<file path="src/hdl/pfsa_ram.sv">
// generic single-port ram with registered read data
// used for the free-slot stacks; no dependencies
`timescale 1ns / 1ps
`default_nettype none

module pfsa_ram #(
  parameter int WIDTH = 8,
  parameter int DEPTH = 256
) (
  input  wire logic                     clk,
  input  wire logic                     en,
  input  wire logic                     we,
  input  wire logic [$clog2(DEPTH)-1:0] addr,
  input  wire logic [WIDTH-1:0]         wdata,
  output logic      [WIDTH-1:0]         rdata
);

  logic [WIDTH-1:0] mem [DEPTH];

  always_ff @(posedge clk) begin
    if (en) begin
      if (we) begin
        mem[addr] <= wdata;
      end else begin
        rdata <= mem[addr];
      end
    end
  end

endmodule

`default_nettype wire

</file>
<file path="config.mk">
export PLATFORM = sky130hd
export DESIGN_NAME = pfsa_ram
export DESIGN_NICKNAME = d
export VERILOG_FILES = /design/src/hdl/pfsa_ram.sv
export SDC_FILE = /design/constraint.sdc
export NUM_CORES = 2
export LEC_CHECK = 0
export CAP_MARGIN = 20
export CORE_MARGIN = 3
export CORE_UTILIZATION = 45
export DETAILED_ROUTE_END_ITERATION = 8
export DONT_BUFFER_PORTS = 1
export MAX_ROUTING_LAYER = met4
export PLACE_DENSITY = 0.71
export SLEW_MARGIN = 20
export SYNTH_ARGS = -nofsm -noshare
export SYNTH_HDL_FRONTEND = slang
export SYNTH_SLANG_ARGS = --single-unit
</file>
<file path="constraint.sdc">
create_clock -name clk -period 2.76 [get_ports clk]
set_input_delay 0.276 -clock clk [delete_from_list [all_inputs] [get_ports clk]]
set_output_delay 0.276 -clock clk [all_outputs]
set_load 0.01 [all_outputs]
</file>
* After elaboration in Yosys (flattened, before gate mapping)
Memories as Yosys holds them, arrays and structs flattened. A register that Yosys moved wholly into a read port is not among the register bits. Index checks and enable logic that the tools add are counted.
Word-level totals: bits in latches 0, input port bits 19, register bits after elaboration 0, logic and storage cells 6, bits in read-only memories 0, memories 1, memory bits (writable) 2048
Operators by class: $add $sub $neg 0, bitwise logic cells 1, shift operators 0, multiplexer cells 3, order comparisons 0, divide/modulo/power cells 0, reductions and logical operators 1, $mul 0, eq/ne operators 0
Memory list:
- mem | depth 256, bits a word 8, rd ports 1, clocked after Yosys merged registers in 1, wr ports 1, line 18 | logic [WIDTH-1:0] mem [DEPTH];
Operators by type and width (count):
- $mux W1 | 3
- $reduce_and A2 Y1 | 1
- $not A1 Y1 | 1

* Depth between registers and ports, before layout
depth after elaboration 3, depth in mapped cells 9, gate-level depth less buffers 5

* Worst setup path before layout
No wires, ideal clock.
path kind input port to flip-flop, from in addr[0], to mem mem[117][0] (enable), path buffers 5, library setup time 0.370 ns, cell stages on the path 8, path slack 0.189 ns, required time 2.390 ns, data arrival time 2.201 ns, cell sequence buf_2 > buf_6 > buf_2 > buf_2 > nor3b_1 > nand2_1 > clkbuf_1 > nor2_1
RTL lines:
- start: declaration | line 13 | input wire logic [$clog2(DEPTH)-1:0] addr,
- end: declaration | line 18
No word-level cell before the write port.

==> results.toml <==
[yosys]
yosys_warnings = 0
synth_cell_types = 21
syn-instance-count = 3526
ys_seq_area_share_pct = 78.8
synth_most_common_cell = "edfxtp_1"
synth_top_cell_area_share_pct = 78.8
synth_area_leaders = "edfxtp_1, mux4_2, a22oi_1, nor2_1, a21oi_1"
netlist_area_um2 = 78400
synth_common_cells = "edfxtp_1, mux4_2, nor2_1"
synth_area_per_cell_um2 = 22.2
synth_nets = 3545
synth_edf_count = 2056
synth_ff_type = "edfxtp_1"
yosysTopAreaCell = "edfxtp_1"
async_flop_share_pct = 0
ys_ff_latch = 2056

[critical_path]
cpLargestDelayFamily = "compound AO/OA/AOI/OAI gates"
path_max_fanout = 516
r2r_end = "rdata[3]$_DFFE_PP_"
slowest_stage = "mux4_2"
critical_path.max_stage_delay_ps = 1000
path_buf_inv = 1
worstPathArrival_ps = 4250
setup.worst_path.start_class = "input port"
required_ps = 3290
endpoint_kind = "register"
crit_chain = "mux4_2, a22oi_1, a21oi_1, o41ai_1, buf_4, nand4_1"
ff2ff_path_depth = 6
rrSetupSlack_ps = 70
crit_type = "input port to register"
r2r_start = "mem[251][3]$_DFFE_PP_"

[timing]
fmax_mhz = 268
setup_viol = 1495
period_needed_ps = 3720
whs_ps = -411
fin_crit_sh_pct = 135
maxSlewHeadroom_pct = -111
worst_pin_slew_ps = 3170
tns_ps = -356780
fin_ws_ps = -965
hold_viol_final = 1372
fin_worst_skew_ps = 28.1
slew_violations = 451

[cts]
cts_buffers = 197
cts-hold-fix-buffers = 5
path_clk_slew_ps = 60
htree_num_levels = 4
cts_tree = "built"
clock_sinks = 2056
root_buffer = "clkbuf_16"
cts_buffer_depth = 3
worstSkewPairLatency_ps = 830

[min_path]
min_delay_path_depth = 0
holdPathEnd = "mem[239][5]$_DFFE_PP_"
hp-class = "input port to register"
min_from = "wdata[5]"

[finish]
fin_area_um2 = 90000
ff_latch_area_um2 = 61700
fillers = 13000
multi_input_area_um2 = 15800
area_growth_pct = 14.9
drive_gt1_share_pct = 30.1
instances_no_fill = 6394
nets = 3933
final_util_pct = 52.3

[drt]
detail-route-antenna-nets = 0
first_iter_violations = 5387
via_count = 38700
drt_wl_total_um = 187000
first_pass_iters = 7
wire_per_inst_um = 29.3
vias_per_cell = 6.05
drc = 0

[pwr]
ir_worst_vdd_v = 0.000669
p_leak_nw = 27.9
cellPowerDensity_nw_per_um2 = 691

[global_route]
track_usage_pct = 21.0
grt-ovfl-total = 0
grt_max_degree = 517
grt_pass1_wl_um = 268000
grt_antenna_before_repair = 4
grt_pass1_vias = 38300

[die]
die_w_um = 423
core_um2 = 172000
rows = 152
ioPinCount = 27
die_y_um = 423
start_util_pct = 45.5
die_area_um2 = 179000

[place]
placed_cell_area_um2 = 83500
place_inst = 6008
gp_congestion = 0.821
io_buffers = 0
dpl.hpwl_um = 98700

[run_status]
violations = "hold timing, slew limit, setup timing"
status = "finished, violations left"

[flow_run]
drv_cap = 0
## sequential cells by signal, indices dropped and copies added, names as in the netlist
| signal | count |
|---|---|
| rdata | 8 |
| mem | 2048 |
## metal layers
| metal | routed length [um] | global-route usage (%) |
|---|---|---|
| met4 | 5710 | 6.74 |
| met1 | 71200 | 28.5 |
| met3 | 18100 | 3.96 |
| met5 | 0 | - |
| met2 | 92000 | 32.6 |
## stage by stage
step / total power [mW] / setup slack [ps]
after detailed placement: 36.8 / -358
after global placement: 36.8 / -884
after global routing: 63.8 / -24.9
after CTS: 62.2 / 35.6
final: 62.2 / -965
after floorplan: 36.5 / 189
## logic make-up after synthesis
logic type             Yosys count  share of synthesized area, %
AO/OA/AOI/OAI                  416                          3.63
buffers and inverters          225                          1.28
AND/OR/NAND/NOR                317                          1.61
flip-flops                    2056                          78.8
multiplexers                   512                          14.7
## final cells by class
cell class,instances,share of cell area [%]
sequential,2056,68.6
multi-input combinational,1245,17.6
clock buffer,241,5.68
timing repair buffer,414,3.85
tap,2310,3.21
clock inverter,116,1.11
antenna,12,0.0333
## where the power goes
group          switching (mW)  total [mW]  internal (mW)
registers              0.0258        34.4           34.4
logic                    1.08        2.16           1.07
clock network            11.4        25.6           14.2
## repair_timing
item	4_1_cts	5_1_grt
buffers inserted	0	0
gates resized for setup	3	6
setup endpoints to repair	2	623
gates cloned	0	8
endpoints found under the hold margin	2064	2048
## placed cells by master (no fill, tap or decap), drive strengths merged, types with 5 or more instances in the layout
master / count
clkinvlp: 7
buf: 401
nand2: 30
edfxtp: 2056
diode: 12
nor2: 259
a21oi: 128
nor2b: 7
inv: 6
mux4: 512
bufinv: 11
a22oi: 256
clkinv: 92
dlygate4sd3: 5
clkbuf: 249
o41ai: 32
nand4: 8
## worst max-delay path by stage
stage / from / to / slack (ps) / cells past startpoint
2_1_floorplan: addr[0] / mem[117][0]$_DFFE_PP_ / 190 / 8
3_3_place_gp: addr[0] / rdata[5]$_DFFE_PP_ / -880 / 5
3_5_place_dp: addr[0] / rdata[4]$_DFFE_PP_ / -360 / 6
4_1_cts: mem[40][0]$_DFFE_PP_ / rdata[0]$_DFFE_PP_ / 40 / 6
5_1_grt: addr[0] / rdata[7]$_DFFE_PP_ / -20 / 8
6_report: addr[1] / rdata[3]$_DFFE_PP_ / -960 / 6
Power figures use the tool's default switching activity.
