## src/hdl/pfsa_pkg.sv

```systemverilog
// package for the paged free-list slot allocator
// holds field widths, status and register codes, sequencer states
// no dependencies
`timescale 1ns / 1ps
`default_nettype none

package pfsa_pkg;

  // fixed field widths of the stream beats
  localparam int IN_TYPE_W   = 2;
  localparam int IN_PAGE_W   = 3;
  localparam int IN_SLOT_W   = 8;
  localparam int STATUS_W    = 3;
  localparam int OUT_PAGE_W  = 3;
  localparam int OUT_SLOT_W  = 8;
  localparam int OFFSET_W    = 18;
  localparam int IN_TDATA_W  = 16;
  localparam int OUT_TDATA_W = 32;

  // configuration registers
  localparam int INC_W     = 11;
  localparam int NUM_INC   = 4;
  localparam int CFG_IDX_W = 4;

  localparam logic [INC_W-1:0]     INC_RESET  = 11'd32;
  localparam logic [OFFSET_W-1:0]  OFFSET_MAX = '1;

  localparam logic [CFG_IDX_W-1:0] REG_INC_TYPE0 = 4'd0;
  localparam logic [CFG_IDX_W-1:0] REG_INC_TYPE1 = 4'd1;
  localparam logic [CFG_IDX_W-1:0] REG_INC_TYPE2 = 4'd2;
  localparam logic [CFG_IDX_W-1:0] REG_INC_TYPE3 = 4'd3;

  typedef enum logic [STATUS_W-1:0] {
    ST_GRANTED  = 3'd0,
    ST_RELEASED = 3'd1,
    ST_NO_PAGE  = 3'd2,
    ST_IGNORED  = 3'd3,
    ST_FULL     = 3'd4
  } status_t;

  typedef enum logic {
    ACT_ACQUIRE = 1'b0,
    ACT_RELEASE = 1'b1
  } action_t;

  typedef enum logic [2:0] {
    S_IDLE,
    S_EVAL,
    S_READ,
    S_MUL,
    S_DONE
  } state_t;

  // sequencer strobes
  typedef struct packed {
    logic accept;
    logic eval;
    logic ram_en;
    logic mul_start;
    logic out_load;
  } seq_ctrl_t;

endpackage

`default_nettype wire

```

## src/hdl/pfsa_mul.sv

```systemverilog
// shared shift-add multiplier, one multiplier bit per cycle, msb first
// saturates the product to the offset width; depends on pfsa_pkg
`timescale 1ns / 1ps
`default_nettype none

module pfsa_mul
  import pfsa_pkg::*;
#(
  parameter int SLOT_W = 8
) (
  input  wire logic                clk,
  input  wire logic                rst_n,
  input  wire logic                start,
  input  wire logic [SLOT_W-1:0]   slot,
  input  wire logic [INC_W-1:0]    inc,
  output logic                     done,
  output logic [OFFSET_W-1:0]      offset
);

  localparam int PROD_W = SLOT_W + INC_W;
  localparam int ACC_W  = (PROD_W > OFFSET_W) ? PROD_W : OFFSET_W;
  localparam int CNT_W  = $clog2(SLOT_W + 1);

  logic              busy_r, busy_nxt;
  logic              done_r, done_nxt;
  logic [CNT_W-1:0]  cnt_r, cnt_nxt;
  logic [ACC_W-1:0]  acc_r, acc_nxt;
  logic [SLOT_W-1:0] mplier_r, mplier_nxt;
  logic [INC_W-1:0]  mcand_r, mcand_nxt;

  always_comb begin
    busy_nxt   = busy_r;
    done_nxt   = 1'b0;
    cnt_nxt    = cnt_r;
    acc_nxt    = acc_r;
    mplier_nxt = mplier_r;
    mcand_nxt  = mcand_r;
    if (start) begin
      busy_nxt   = 1'b1;
      cnt_nxt    = '0;
      acc_nxt    = '0;
      mplier_nxt = slot;
      mcand_nxt  = inc;
    end else if (busy_r) begin
      // acc = 2*acc + bit*inc
      acc_nxt    = {acc_r[ACC_W-2:0], 1'b0}
                 + (mplier_r[SLOT_W-1] ? ACC_W'(mcand_r) : '0);
      mplier_nxt = mplier_r << 1;
      cnt_nxt    = cnt_r + CNT_W'(1);
      if (cnt_r == CNT_W'(SLOT_W - 1)) begin
        busy_nxt = 1'b0;
        done_nxt = 1'b1;
      end
    end
  end

  always_ff @(posedge clk) begin
    if (!rst_n) begin
      busy_r <= 1'b0;
      done_r <= 1'b0;
      cnt_r  <= '0;
    end else begin
      busy_r <= busy_nxt;
      done_r <= done_nxt;
      cnt_r  <= cnt_nxt;
    end
  end

  always_ff @(posedge clk) begin
    acc_r    <= acc_nxt;
    mplier_r <= mplier_nxt;
    mcand_r  <= mcand_nxt;
  end

  assign done   = done_r;
  assign offset = (acc_r > ACC_W'(OFFSET_MAX)) ? OFFSET_MAX : acc_r[OFFSET_W-1:0];

endmodule

`default_nettype wire

```

## config.mk

```make
export PLATFORM = sky130hd
export DESIGN_NAME = pfsa_mul
export DESIGN_NICKNAME = d
export VERILOG_FILES = /design/src/hdl/pfsa_pkg.sv /design/src/hdl/pfsa_mul.sv
export SDC_FILE = /design/constraint.sdc
export NUM_CORES = 1
export LEC_CHECK = 0
export ABC_AREA = 1
export BUFFER_PORTS_ARGS = -buffer_cell sky130_fd_sc_hd__buf_2
export CAP_MARGIN = 40
export CORE_MARGIN = 2
export CORE_UTILIZATION = 45
export CTS_CLUSTER_DIAMETER = 80
export DETAILED_ROUTE_END_ITERATION = 10
export PLACE_DENSITY = 0.68
export SLEW_MARGIN = 20
export SYNTH_ARGS = -nofsm -noshare
export SYNTH_HDL_FRONTEND = slang
export SYNTH_SLANG_ARGS = --single-unit
export TNS_END_PERCENT = 1
```

## constraint.sdc

```tcl
create_clock -name clk -period 2.1 [get_ports clk]
set_input_delay 0.105 -clock clk [delete_from_list [all_inputs] [get_ports clk]]
set_output_delay 0.105 -clock clk [all_outputs]
set_load 0.01 [all_outputs]
```

# [Word level (Yosys, flattened, before mapping)]
# Cells that the tools add are included.
[word_totals] romBits=0 latch_bits=0 elab_cells=23 regBits=44 mem_count=0 mem_bits_rw=0 output_inout_bits=19 input_bits=22
[op_classes] n_bitwise=2 n_addsub=2 shift=0 n_eq_ne=1 n_div=0 n_reduce_logical=3 mux=8 n_lt_le_gt_ge=1 multipliers=0
[op_table] operator="$add 19x11->19" n=1
[op_table] operator="$gt 19x18->1 const B" n=1
[op_table] operator="$mux 18" n=1
[op_table] operator="$mux 8" n=2
[op_table] operator="$mux 11" n=1
[op_table] operator="$add 4x1->4 const B" n=1
[op_table] operator="$eq 4x3->1 const B" n=1
[op_table] operator="$mux 1" n=4
[op_table] operator="$reduce_or 3->1" n=1
[op_table] operator="$not 1->1" n=2
[op_table] operator="$reduce_bool 2->1" n=1
[op_table] operator="$reduce_or 2->1" n=1

# [Depth between registers and ports, before layout]
# Gate-level depths: netlist of the first run.
[logic_depth] ltp_word=4 depth_mapped=17 ltp_nobuf=16

# [Worst setup path before layout of the first run]
# Ideal clock, no wire load.
[synth_timing] path_kind="register to register" startpoint="register mplier_r[7]" endpoint="register acc_r[17]" t_arrival_ns=1.887 required_time_ns=1.991 slack_ns=0.104 path_stages_with_launch=17 n_path_buf=1 path_cell_list="edfxtp_1 clkbuf_1 nand2_1 inv_1 ha_1 inv_1 fa_1 inv_1 nand2_1 nand3_1 nand3_1 nand2_1 nand2_1 nand3_1 nand3_1 nand2_1 inv_1"
[synth_between] elab_chain_cells=2
[synth_rtl] item="start: declaration" line="pfsa_mul.sv:28" text="logic [SLOT_W-1:0] mplier_r, mplier_nxt;"
[synth_rtl] item="start signal: assignment" line="pfsa_mul.sv:71" text="mplier_r <= mplier_nxt;"
[synth_rtl] item="$mux 11" line="pfsa_mul.sv:47" text="+ (mplier_r[SLOT_W-1] ? ACC_W'(mcand_r) : '0);"
[synth_rtl] item="$add 19x11->19" line="pfsa_mul.sv:47"
[synth_rtl] item="end signal: assignment" line="pfsa_mul.sv:70" text="acc_r <= acc_nxt;"
[synth_rtl] item="end: declaration" line="pfsa_mul.sv:27" text="logic [ACC_W-1:0] acc_r, acc_nxt;"
# Every way passes these cells.
# A chain may end at the register's enable or synchronous reset.

# [Worst setup path after layout of the first run]
[layout_timing] startpoint="register mplier_r[7]" endpoint="register acc_r[15]"
# The elaborated chain is that of the path after synthesis.

==> metrics.md, run 1 <==
| Metric | Value |
|---|---|
| Outcome | complete, no violations |
| Maximum vdd drop | 0.000505 V |
| Starting Density | 0.468 |
| Top post-synthesis cells by area | edfxtp_1 22%, dfxtp_1 19%, nand2_1 19% |
| Htree depth | 2 |
| Top cell type's share of synthesized area | 0.220 |
| Vias in the first global route | 2279 |
| Cells after Synth | 373 |
| CTS tree | done |
| GRT overflow | 0 |
| Most common cell in the netlist | nand2_1 |
| Post-Syn Area per Cell | 6.95 um^2 |
| CTS root buf | clkbuf_8 |
| Compound-gate portion of the synthesized area | 0.0782 |
| R2R Path End | acc_r[15] |
| P_leak | 1.72 nW |
| Crit path max fanout | 5 |
| Synth Area in Simple Gates | 0.324 |
| Area leader, netlist | edfxtp_1 |
| RR Startpoint | mplier_r[7] |
| Max Slew Vio Count | 0 |
| Clock Pin Slew Worst Setup and Hold Paths | 90 ps |
| Normalized max-slew margin | 0.640 |
| Synthesis-to-layout area growth | 26.1% |
| Adder-cell share of the synthesized area | 0.0608 |
| Critical path class | reg -> reg |
| Worst Max-Slew Pin Slew | 536 ps |
| Area of the mapped netlist | 2590 um^2 |
| Synth Register Bits | 44 |
| # IOs | 41 |
| Die Height | 79.9 um |
| Largest family of logic cells by synthesized area | simple AND/OR/NAND/NOR gates |
| DIE WIDTH | 79.9 um |
| Setup Viol. Count Final | 0 |
| Fin crit period | 1940 ps |
| HPWL Detailed | 4620 um |
| Antenna viol nets, final | 0 |
| Final wirelength | 6330 um |
| Worst EP required | 2310 ps |
| Worst Reg2Reg Path Length in Cells | 14 |
| Hold Startpoint | rst_n |
| Tcrit/Tclk final | 0.924 |
| Port bufs | 40 |
| Num rows | 27 |
| 1st-pass router iterations | 5 |
| Initial antenna violation count | 0 |
| Remaining routing DRC violations | 0 |
| Post-synthesis cell type count | 32 |
| RSZ-0062 raised after global routing | true |
| Clock skew | 12.5 ps |
| FMAX | 515 MHz |
| First-pass GRT wire length | 10300 um |
| Startpoint types | register |
| Xor and xnor area share after synthesis | 0.00676 |
| Diode count | 0 |
| Internal reg-to-reg setup slack | 160 ps |
| Placer congestion estimate | 0.917 |
| Proportion of synthesized area in mux cells | 0 |
| Setup bufs post-CTS | 0 |
| Syn_nets | 407 |
| Core Region | 5540 um^2 |
| Largest net degree at the start of global routing | 32 |
| Worst-Skew Late Latency | 310 ps |
| Via/cell ratio | 4.89 |
| Max Root-Sink Buffers | 2 |
| Overall power | 2.13 mW |
| Post-synth top cells | 133 x nand2_1, 68 x inv_1, 28 x nand3_1, 25 x dfxtp_1 |
| EDFF count, synth | 19 |
| Via count | 2475 |
| CTS Buf Count | 5 |
| Final-report hold violation count | 0 |
| Fin nets | 467 |
| Max Cap Violations | 0 |
| Starting DRT DRC Count | 193 |
| Dominant synthesized flop cell | dfxtp_1 |
| Die area | 6380 um^2 |
| WP data arrival | 2150 ps |
| Async SR Flop Fraction | 0 |
| Setup crit end kind | register |
| Gr usage total | 0.211 |
| Yosys Warn Count | 0 |
| Crit. Startpoint | mplier_r[7] |
| Hold path depth | 3 |
| Worst Hold End | busy_r |
| Setup TNS | 0 ps |
| Pwr dens | 651 nW/um^2 |
| Seq/Total Area, Yosys | 0.413 |
| CTS Sinks | 44 |
| Per-cell routed wire length | 12.5 um |
| Min-Delay Path Class | in -> reg |
| Share of layout cells above drive strength 1 | 0.191 |
routing by layer:
metal  track usage  part of all wire  vias up
met2         0.351              0.48       68
met1         0.285              0.46     1115
li1              -                 -     1288
met5             0                 0        -
met4        0.0593            0.0098        0
met3        0.0305             0.048        4
logic make-up after synthesis:
kind of cell,count (synthesis)
AO/OA/AOI/OAI,38
AND/OR/NAND/NOR,198
flip-flops,44
XOR/XNOR,2
adder cells (fa/ha/maj),12
buffers and inverters,79
area by class of cell:
cell class                      instances  area, um^2
Multi-Input combinational cell        250        1350
Inverter                               73         275
Clock inverter                          3        46.3
Timing Repair Buffer                   59         370
Fill cell                             512        2270
Clock buffer                            5        68.8
Sequential cell                        44        1070
Tap cell                               72        90.1
critical path: stages (launching register included):
cell      delay (ps)
edfxtp_1         430
buf_4            180
nand2_1           60
inv_1             70
ha_4             240
nand2_1           80
inv_1             60
a21oi_1          200
nand2_1          150
nand2_1          120
nand2_1           60
nand2_1           50
nand3_1           60
nand2_1           60
inv_1             30
placed cells by master, fill, tap and decap left out, types with 6 or more instances in the layout:
cell,instances
buf_4,8
o21ai_0,11
nor3_1,6
ha_4,8
dfxtp_1,25
edfxtp_1,19
nand3_1,27
inv_1,68
a21oi_1,18
buf_2,40
dlygate4sd3_1,11
nand2_1,129
nand2_2,7
nor2_1,13
flip-flops by register name (all words and copies together) (netlist names):
name	cells
mcand_r	11
mplier_r	8
cnt_r	4
done	1
busy_r	1
acc_r	19
metrics by stage:
| step | util | hold slack (ps) | worst slack [ps] | cell area [um^2] | instances |
|---|---|---|---|---|---|
| finish | 0.590 | 59.6 | 160 | 3270 | 506 |
| CTS | 0.567 | 50.0 | 54.2 | 3140 | 506 |
| floorplan | - | 204 | 104 | 2590 | 373 |
| detailed placement | 0.526 | 283 | 92.6 | 2910 | 487 |
| global placement | 0.526 | 283 | 104 | 2910 | 487 |
| global route | 0.590 | 51.2 | -1.48 | 3270 | 506 |
where the power goes:
| part | internal (mW) | switching [mW] |
|---|---|---|
| registers | 0.959 | 0.0409 |
| logic | 0.190 | 0.253 |
| clock network | 0.359 | 0.327 |
| total | 1.51 | 0.621 |
how the worst max path moves through the flow:
| stage | endpoint | cells after the start |
|---|---|---|
| finish | acc_r[15] | 14 |
| global route | acc_r[17] | 15 |
| CTS | acc_r[9] | 10 |
| detailed placement | acc_r[15] | 14 |
| global placement | acc_r[15] | 14 |
| floorplan | acc_r[17] | 16 |
what timing repair did:
action | in CTS | in global routing
hold buffers | 11 | 0
endpoints found under the setup margin | 0 | 11
endpoints found under the hold margin | 11 | 0
gates resized for setup | 0 | 23
No activity file was read; power rests on OpenSTA's default activity.
==> run 2, diff against run 1 <==
Settings changed: PLACE_DENSITY 0.68 to 0.66, SKIP_CTS_REPAIR_TIMING set to 1.
Clock period 2.1 ns to 2.2 ns, I/O delays scaled along.
==> metrics.md, run 2 (synthesized netlist as in run 1, its figures left out) <==
| Metric | Value |
|---|---|
| Final Non-Filler Cells | 506 |
| Crit path max fanout | 6 |
| Largest regs | acc_r x19, mcand_r x11, mplier_r x8 |
| Via count | 2438 |
| Clock Pin Slew Worst Setup and Hold Paths | 90 ps |
| GRT overflow | 0 |
| Slowest stage delay, CP | 470 ps |
| Gr usage total | 0.200 |
| Biggest register | acc_r |
| Critical path class | reg -> reg |
| RSZ-0062 raised after global routing | true |
| Share of layout cells above drive strength 1 | 0.194 |
| Max Cap Violations | 0 |
| Worst Max-Slew Pin Slew | 550 ps |
| CTS Sinks | 44 |
| Clock skew | 5.27 ps |
| Multi-input logic area | 1310 um^2 |
| Final WS setup | 162 ps |
| Startpoint types | register |
| CTS Buf Count | 5 |
| Starting DRT DRC Count | 148 |
| Htree depth | 2 |
| P_leak | 1.73 nW |
| Min-Delay Path Class | in -> reg |
| Setup WS pre-CTS | 86.4 ps |
| Vias in the first global route | 2245 |
| Starting Density | 0.468 |
| FMAX | 491 MHz |
| CTS root buf | clkbuf_8 |
| CTS tree | done |
| Max Slew Vio Count | 0 |
| Worst EP required | 2410 ps |
| Most used cell, CP | nand2_1 |
| Largest net degree at the start of global routing | 20 |
| Die Height | 79.9 um |
| Crit path buffers/inverters | 3 |
| Port bufs | 40 |
| Remaining routing DRC violations | 0 |
| Num rows | 27 |
| Antenna viol nets, final | 0 |
| Delay-heaviest family, CP | simple AND/OR/NAND/NOR gates |
| Setup crit end kind | register |
| Per-cell routed wire length | 11.9 um |
| Fin nets | 467 |
| Die area | 6380 um^2 |
| Final wirelength | 6020 um |
| Via/cell ratio | 4.82 |
| Normalized max-slew margin | 0.633 |
| Synthesis-to-layout area growth | 25.4% |
| Critical path cell sequence | buf_4, nand2_1, inv_1, ha_1, nand2_2, nor2_2, nand3_1, nand2_1, nand2_1, nand3_1, nand3_1, nand2_1, inv_1 |
| Fin crit period | 2040 ps |
| Pwr dens | 643 nW/um^2 |
| HPWL Detailed | 4600 um |
| Worst-Skew Late Latency | 300 ps |
| Fill cell count | 553 |
| Slowest-stage cell, CP | edfxtp_1 |
| Tcrit/Tclk final | 0.926 |
| Core Region | 5540 um^2 |
| Reg area | 1070 um^2 |
| Max Root-Sink Buffers | 2 |
| Diode count | 0 |
| WP data arrival | 2240 ps |
| Initial antenna violation count | 0 |
| Maximum vdd drop | 0.000398 V |
| 1st-pass router iterations | 4 |
| Final-report hold violation count | 0 |
| Final hold slack | 64.3 ps |
| Placed insts | 485 |
| First-pass GRT wire length | 9950 um |
| Setup Viol. Count Final | 0 |
| Commonest non-fill, non-tap cell in the layout | nand2_1 |
| Placer congestion estimate | 0.928 |
| Max FFs per register | 19 |
| Most frequent cells in the layout | 128 x nand2_1, 67 x inv_1, 40 x buf_2 |
| # IOs | 41 |
| Outcome | complete, no violations |
| DIE WIDTH | 79.9 um |
## run 2: worst paths after layout
kind | from | endpoint | slack (ps) | cells after the start
setup / recovery | mplier_r[7] | acc_r[18] | 160 | 13
hold / removal | slot[0] | mplier_r[0] | 60 | 3
setup reg to reg | mplier_r[7] | acc_r[18] | 160 | 13
hold reg to reg | cnt_r[1] | cnt_r[1] | 500 | 2
## run 2: per-stage QoR
step	cell area [um^2]	setup TNS, ps	util	power, mW
4_1_cts	3030	0	0.547	2.06
3_5_place_dp	2900	0	0.523	1.32
3_3_place_gp	2900	0	0.523	1.32
5_1_grt	3250	-104	0.587	2.19
6_report	3250	0	0.587	2.09
2_1_floorplan	2590	0	-	1.19
## run 2: area by class of cell
cell class,instances,area share
Clock inverter,2,0.0185
Timing Repair Buffer,59,0.114
Clock buffer,6,0.0223
Multi-Input combinational cell,250,0.403
Sequential cell,44,0.329
Tap cell,72,0.0277
Inverter,73,0.0847
## run 2: tightest hold or removal path, stage by stage
cell	delay, ps
buf_2	80
nand2_1	40
inv_1	40
## run 2: layer usage
| layer | up-vias | wire [um] | global-route usage |
|---|---|---|---|
| met3 | 7 | 161 | 0.0396 |
| met5 | - | 0 | 0 |
| met2 | 35 | 2930 | 0.336 |
| li1 | 1286 | - | - |
| met1 | 1110 | 2850 | 0.260 |
| met4 | 0 | 76 | 0.0610 |
## run 2: where the power goes
group	switching, mW	total (mW)	leakage, nW	internal [mW]
Clock	0.285	0.739	0.0654	0.454
Combinational	0.229	0.393	1.27	0.165
Sequential	0.0422	0.957	0.395	0.915
Total	0.556	2.09	1.73	1.53
